$ cat src/rtl/usd_pkg.sv
// Types, constants and small decode functions of the UTF-8 stream decoder.
// Depends on nothing; used by usd_decode and utf8_stream_decoder.
package usd_pkg;

  localparam logic [30:0] USD_MAX_CP_RESET = 31'h10FFFF;
  localparam logic [2:0]  USD_MAX_CONT     = 3'd5;

  typedef struct packed {
    logic        has_result;
    logic [30:0] code_point;
    logic [3:0]  seq_length;
    logic        status;
  } usd_result_t;

  // Count of consecutive ones below the top bit of a lead byte, from 0 to 7.
  function automatic logic [2:0] lead_count(input logic [7:0] b);
    logic [2:0] n;
    logic       run;
    n   = '0;
    run = 1'b1;
    for (int i = 6; i >= 0; i--) begin
      if (run && b[i]) begin
        n = n + 3'd1;
      end else begin
        run = 1'b0;
      end
    end
    return n;
  endfunction

  // Bit position of the lead payload for a given continuation count.
  function automatic logic [4:0] lead_shift(input logic [2:0] n);
    logic [4:0] s;
    case (n)
      3'd1:    s = 5'd5;
      3'd2:    s = 5'd10;
      3'd3:    s = 5'd15;
      3'd4:    s = 5'd20;
      3'd5:    s = 5'd25;
      default: s = 5'd0;
    endcase
    return s;
  endfunction

  // Smallest value that is not overlong for a given continuation count.
  function automatic logic [31:0] min_value(input logic [2:0] n);
    logic [31:0] m;
    case (n)
      3'd1:    m = 32'h0000_0080;
      3'd2:    m = 32'h0000_0800;
      3'd3:    m = 32'h0001_0000;
      3'd4:    m = 32'h0020_0000;
      3'd5:    m = 32'h0400_0000;
      default: m = 32'hFFFF_FFFF;
    endcase
    return m;
  endfunction

endpackage

$ cat src/rtl/utf8_stream_decoder.sv
// Top level of the UTF-8 stream decoder: input register, decode core, result register.
// Depends on usd_pkg and usd_decode.
//
// Usage: bytes of a UTF-8 stream arrive as beats on the in_ channel (valid/ready),
// one byte per beat. Each completed sequence, or each malformed piece of input,
// leaves as one beat on the out_ channel carrying the code point, the number of
// bytes consumed and a status bit (1 for malformed, overlong or above the limit).
// Lead and inner continuation bytes produce no output beat.
// An accepted byte is held in the input register and decoded from there into the
// result register, which takes the decoded result once it is free.
// Throughput: one byte per cycle sustained while the output is not stalled; the
// sequence state is updated by a single shift-and-compare pass, so decoding never slows it.
// Stall: when out_ready is low while a result waits, the input register holds its
// byte and in_ready drops once that register is occupied; no beat is lost.
// Reset (rst_n low, synchronous): both registers empty, the decoder idle, and the
// code point limit back to 0x10FFFF. cfg_max_code_point is written whenever
// cfg_we is high and should only change while the block is idle.
module utf8_stream_decoder (
  input  logic        clk,
  input  logic        rst_n,
  input  logic        cfg_we,
  input  logic [30:0] cfg_max_code_point,
  input  logic        in_valid,
  output logic        in_ready,
  input  logic [7:0]  in_data_byte,
  output logic        out_valid,
  input  logic        out_ready,
  output logic [30:0] out_code_point,
  output logic [3:0]  out_seq_length,
  output logic        out_status
);
  import usd_pkg::*;

  // Input register: one byte waiting to be decoded.
  logic        s1_valid_r, s1_valid_nxt;
  logic [7:0]  s1_byte_r;

  // Result register.
  logic        out_valid_r, out_valid_nxt;
  logic [30:0] out_cp_r;
  logic [3:0]  out_len_r;
  logic        out_status_r;

  logic        out_free;
  logic        step;
  usd_result_t res;

  // The decoder advances whenever the result register can take a new value,
  // whether or not the byte in hand produces one.
  assign out_free = !out_valid_r || out_ready;
  assign step     = s1_valid_r && out_free;
  assign in_ready = !s1_valid_r || out_free;

  usd_decode u_decode (
    .clk                (clk),
    .rst_n              (rst_n),
    .cfg_we             (cfg_we),
    .cfg_max_code_point (cfg_max_code_point),
    .step               (step),
    .data_byte          (s1_byte_r),
    .result             (res)
  );

  always_comb begin
    s1_valid_nxt = s1_valid_r;
    if (in_ready) begin
      s1_valid_nxt = in_valid;
    end
    out_valid_nxt = out_valid_r;
    if (out_free) begin
      out_valid_nxt = step && res.has_result;
    end
  end

  always_ff @(posedge clk) begin
    if (!rst_n) begin
      s1_valid_r  <= 1'b0;
      out_valid_r <= 1'b0;
    end else begin
      s1_valid_r  <= s1_valid_nxt;
      out_valid_r <= out_valid_nxt;
    end
  end

  // Payload registers carry no reset.
  always_ff @(posedge clk) begin
    if (in_ready && in_valid) begin
      s1_byte_r <= in_data_byte;
    end
    if (step && res.has_result) begin
      out_cp_r     <= res.code_point;
      out_len_r    <= res.seq_length;
      out_status_r <= res.status;
    end
  end

  assign out_valid      = out_valid_r;
  assign out_code_point = out_cp_r;
  assign out_seq_length = out_len_r;
  assign out_status     = out_status_r;

endmodule

$ cat src/rtl/usd_decode.sv
// Sequence state, limit register and per-byte decode logic of the UTF-8 decoder.
// Depends on usd_pkg.
module usd_decode (
  input  logic               clk,
  input  logic               rst_n,
  input  logic               cfg_we,
  input  logic [30:0]        cfg_max_code_point,
  input  logic               step,
  input  logic [7:0]         data_byte,
  output usd_pkg::usd_result_t result
);
  import usd_pkg::*;

  logic [2:0]  rem_r, rem_nxt;
  logic [2:0]  cnt_r, cnt_nxt;
  logic [23:0] acc_r;
  logic [29:0] acc_nxt;
  logic [6:0]  lp_r, lp_nxt;
  logic [30:0] max_r;

  logic [2:0]  n_lead;
  logic [6:0]  lead_shifted;
  logic [2:0]  n_fin;
  logic [31:0] value;
  logic        bad;

  always_comb begin
    n_lead       = lead_count(data_byte);
    lead_shifted = data_byte[6:0] << n_lead;
    n_fin        = cnt_r + 3'd1;
    acc_nxt      = {acc_r, data_byte[5:0]};
    value        = {2'b00, acc_nxt} | ({25'd0, lp_r} << lead_shift(n_fin));
    bad          = (value > {1'b0, max_r}) || (value < min_value(n_fin));

    rem_nxt = rem_r;
    cnt_nxt = cnt_r;
    lp_nxt  = lp_r;
    result  = '0;

    if (rem_r == 3'd0) begin
      if (!data_byte[7]) begin
        result.has_result = 1'b1;
        result.code_point = {23'd0, data_byte};
        result.seq_length = 4'd1;
      end else if (n_lead == 3'd0) begin
        // Continuation byte with no open sequence.
        result.has_result = 1'b1;
        result.seq_length = 4'd1;
        result.status     = 1'b1;
      end else begin
        rem_nxt = n_lead;
        cnt_nxt = '0;
        lp_nxt  = lead_shifted;
      end
    end else if (data_byte[7:6] != 2'b10) begin
      // Sequence broken by a byte that is not a continuation; it is consumed.
      result.has_result = 1'b1;
      result.seq_length = {1'b0, cnt_r} + 4'd2;
      result.status     = 1'b1;
      rem_nxt = '0;
      cnt_nxt = '0;
      lp_nxt  = '0;
    end else begin
      cnt_nxt = n_fin;
      rem_nxt = rem_r - 3'd1;
      if (rem_r == 3'd1) begin
        result.has_result = 1'b1;
        result.seq_length = {1'b0, n_fin} + 4'd1;
        if ((n_fin > USD_MAX_CONT) || bad) begin
          result.status = 1'b1;
        end else begin
          result.code_point = value[30:0];
        end
        cnt_nxt = '0;
        lp_nxt  = '0;
      end
    end
  end

  always_ff @(posedge clk) begin
    if (!rst_n) begin
      rem_r <= '0;
      cnt_r <= '0;
      acc_r <= '0;
      lp_r  <= '0;
      max_r <= USD_MAX_CP_RESET;
    end else begin
      if (cfg_we) begin
        max_r <= cfg_max_code_point;
      end
      if (step) begin
        rem_r <= rem_nxt;
        cnt_r <= cnt_nxt;
        lp_r  <= lp_nxt;
        if (rem_r == 3'd0) begin
          acc_r <= '0;
        end else begin
          acc_r <= acc_nxt[23:0];
        end
      end
    end
  end

endmodule

$ cat config.mk
export PLATFORM = sky130hd
export DESIGN_NAME = utf8_stream_decoder
export DESIGN_NICKNAME = d
export VERILOG_FILES = /design/src/rtl/usd_pkg.sv /design/src/rtl/utf8_stream_decoder.sv /design/src/rtl/usd_decode.sv
export SDC_FILE = /design/constraint.sdc
export NUM_CORES = 1
export LEC_CHECK = 0
export ABC_AREA = 1
export BUFFER_PORTS_ARGS = -buffer_cell sky130_fd_sc_hd__buf_2
export CAP_MARGIN = 20
export CELL_PAD_IN_SITES_DETAIL_PLACEMENT = 1
export CELL_PAD_IN_SITES_GLOBAL_PLACEMENT = 2
export CORE_MARGIN = 5
export CORE_UTILIZATION = 35
export CTS_CLUSTER_DIAMETER = 150
export DETAILED_ROUTE_END_ITERATION = 8
export HOLD_SLACK_MARGIN = 0.02
export PLACE_DENSITY = 0.78
export SYNTH_ARGS = -nofsm -noshare
export SYNTH_HDL_FRONTEND = slang
export SYNTH_SLANG_ARGS = --single-unit
$ cat constraint.sdc
create_clock -name clk -period 4.92 [get_ports clk]
set_clock_uncertainty 0.05 [all_clocks]
set_input_delay 0.492 -clock clk [delete_from_list [all_inputs] [get_ports clk]]
set_output_delay 0.492 -clock clk [all_outputs]
set_load 0.02 [all_outputs]
==> results by group <==
Logic synthesis
  – Top_reg_cell synth: dfxtp_1
  – Synth top cells by count: nand2_1 (153), inv_1 (148), a21oi_1 (112)
  – Post-synthesis net count: 1035
  – Area leader, netlist: dfxtp_1
  – Synth area leaders: dfxtp_1 (20%), edfxtp_1 (19%), ha_1 (14%), nand2_1 (8.2%), a21oi_1 (8.0%)
  – FFs w/ async S/R, synth: 0%
  – Top-count cell post-synth: nand2_1
  – EDFF count, synth: 44
  – Register area share after synthesis: 38.68%
  – Distinct cell type count after synthesis: 38
  – Syn_area_per_cell: 7.702 µm²
  – Post-Syn Instances: 914
  – Synth top area share: 19.91%
  – Synthesized cell area: 7039 µm²
  – Synth Register Bits: 114
  – Syn. warnings: 0

Timing
  – Hold Vio Cnt, Final: 0
  – Tightest Pin Transition: 854.6 ps
  – Max_slew headroom: 42.42%
  – Period minus WS final: 4502 ps
  – Final setup violating endpoints: 0
  – RSZ-0062 raised after global routing: false
  – Slew Limit Fails: 0
  – Total negative setup slack: 0 ps
  – Max Clk Rate: 222.1 MHz
  – Tcrit/Tclk final: 91.51%
  – Worst hold margin: 189.6 ps

Placement
  – Number of buffers added on ports: 81
  – Inst Count DP: 1262
  – Gpl congestion: 0.8459
  – DPL Wire Length: 18030 µm

Detailed routing
  – WL met3: 858 µm
  – Drt total wl: 22980 µm
  – First-pass iteration count of the detailed router: 4
  – Vias after detailed routing: 6436
  – DRC: 0
  – DRT antenna net count: 0
  – Vias per cell: 4.966
  – WL met2: 10620 µm
  – Drt initial violations: 257
  – Routed length per instance: 17.73 µm
  – Top Layer Used: met4
  – Met1 wire length: 11110 µm

Layout
  – Area Growth Syn to Fin: 21.01%
  – Diodes inserted: 0
  – Fin cells: 1296
  – Layout cells sized above 1: 17.46%
  – NumNets Final: 1139
  – Layout fillers: 2441

Setup path
  – Critical Path RT: 5120 ps
  – Crit path largest cell delay: 390 ps
  – CP Max Fanout: 31
  – Worst-case reg-to-reg path depth: 29
  – Critical path arrival: 4710 ps
  – Crit-path slowest cell: dfxtp_2
  – Reg-to-reg endpoint: out_code_point[6]
  – Worst path top cell family by delay: simple AND/OR/NAND/NOR gates
  – Worst setup EP type: flop
  – Most frequent CP cell: nand2_1
  – Critical path startpoint category: flop
  – Worst R2R Start: u_decode.cnt_r[1]
  – Crit Path Class: reg2reg
  – Worst path depth: 29
  – CP Buf/Inv Count: 4
  – Reg2reg setup slack: 420 ps

Hold path
  – Hold path startpoint: in_data_byte[7]
  – Hold Crit Depth: 1
  – Hold Path Sink: s1_byte_r[7]
  – Hold WC Path Type: in2reg

Clocking
  – Worst skew pair latency: 430 ps
  – Clock Pin Slew Worst Setup and Hold Paths: 60 ps
  – CTS max path bufs: 2
  – TritonCTS clock tree: done
  – Num CTS Buffers: 17
  – Root Buffer: clkbuf_16
  – H-tree depth: 4
  – CTS Sinks: 114

Power and ir drop
  – Sequential fraction of design power: 37.3%
  – Int Power: 1.965 mW
  – Cell leakage power: 4.027 nW
  – Clock power share: 43.6%
  – PD cells: 334.5 nW/µm²
  – Sw power: 0.8840 mW
  – Worst VDD drop: 199.9 µV
  – Switching share of power: 31.02%
  – Logic pwr share: 19.1%

Die
  – Die width: 151.8 µm
  – Initial core utilization: 35.82%
  – IO Pins: 82
  – Core area: 19650 µm²
  – Die Y: 151.8 µm
  – Die area: 23050 µm²
  – Core Rows: 51

Global routing
  – Global-route wire length before repair: 36120 µm
  – Largest net degree at the start of global routing: 53
  – GRT overflow: 0
  – Initial antenna violation count: 0
  – Total track usage: 19.86%
  – Vias in the first global route: 6480

Flow run
  – Max-cap violations: 0

Outcome
  – Status: finished, final reports clean
area by class of cell:
| class | instances | area (µm²) | share of cell area, % |
|---|---|---|---|
| Clock buffer | 20 | 467.9 | 5.494 |
| Clock inverter | 12 | 115.1 | 1.351 |
| Inverter | 153 | 574.3 | 6.742 |
| Multi-Input combinational cell | 619 | 3646 | 42.80 |
| Sequential cell | 114 | 2725 | 31.99 |
| Tap cell | 265 | 331.6 | 3.892 |
| Timing Repair Buffer | 113 | 658.1 | 7.726 |
flip-flops by register name, summed over array words and instances (netlist names), 3 cells and up:
name,cells
u_decode.lp_r,7
s1_byte_r,8
out_seq_length,4
u_decode.max_r,31
u_decode.acc_r,24
u_decode.cnt_r,3
u_decode.rem_r,3
out_code_point,31
how the worst max path moves through the flow:
stage,start,to,slack (ps)
floorplan,u_decode.cnt_r[1],out_code_point[0],620
global placement,u_decode.cnt_r[0],out_code_point[3],50
detailed placement,u_decode.cnt_r[1],out_code_point[6],40
CTS,u_decode.cnt_r[1],out_code_point[6],40
global route,u_decode.cnt_r[1],out_code_point[5],30
finish,u_decode.cnt_r[1],out_code_point[6],420
timing repair:
item | CTS | global route
buffers inserted | 0 | 2
hold buffers | 0 | 0
gates resized for setup | 0 | 19
endpoints found under the setup margin | 0 | 32
power groups by stage:
stage	sequential (mW)	combinational, mW	clock [mW]
6_report	1.06	0.543	1.24
5_1_grt	1.07	0.616	1.32
4_1_cts	1.06	0.543	1.27
3_5_place_dp	1.08	0.540	0
3_3_place_gp	1.08	0.532	0
2_1_floorplan	1.09	0.335	0
metrics by stage:
step / setup slack (ps) / instance area, µm² / power, mW / util [%]
6_report: 417.6 / 8518 / 2.849 / 43.34
5_1_grt: 29.94 / 8518 / 3.003 / 43.34
4_1_cts: 43.49 / 8477 / 2.879 / 43.13
3_5_place_dp: 38.84 / 7894 / 1.624 / 40.16
3_3_place_gp: 51.01 / 7894 / 1.614 / 40.16
2_1_floorplan: 616.9 / 7039 / 1.427 / -
layer usage:
layer	global-route usage (%)	up-vias
li1	-	3279
met1	27.11	3015
met2	32.26	118
met3	4.232	24
met4	4.880	0
met5	0	-
kinds of logic after synthesis:
| logic type | after synthesis | share of synthesized area, % |
|---|---|---|
| simple gates | 295 | 18.63 |
| buf+inv | 181 | 9.865 |
| mux | 1 | 0.1422 |
| fa+ha+maj | 77 | 13.69 |
| compound gates | 244 | 18.65 |
| xor+xnor | 2 | 0.3556 |
| flops | 114 | 38.68 |
cells in the final DEF (no fill, tap or decap), drive strengths merged, types with 23 or more instances in the layout:
master / n
a211oi: 23
a21oi: 113
buf: 113
dfxtp: 70
edfxtp: 44
ha: 77
inv: 160
nand2: 165
nand3: 37
nor2: 74
o21ai: 99
Power figures use the tool's default switching activity.
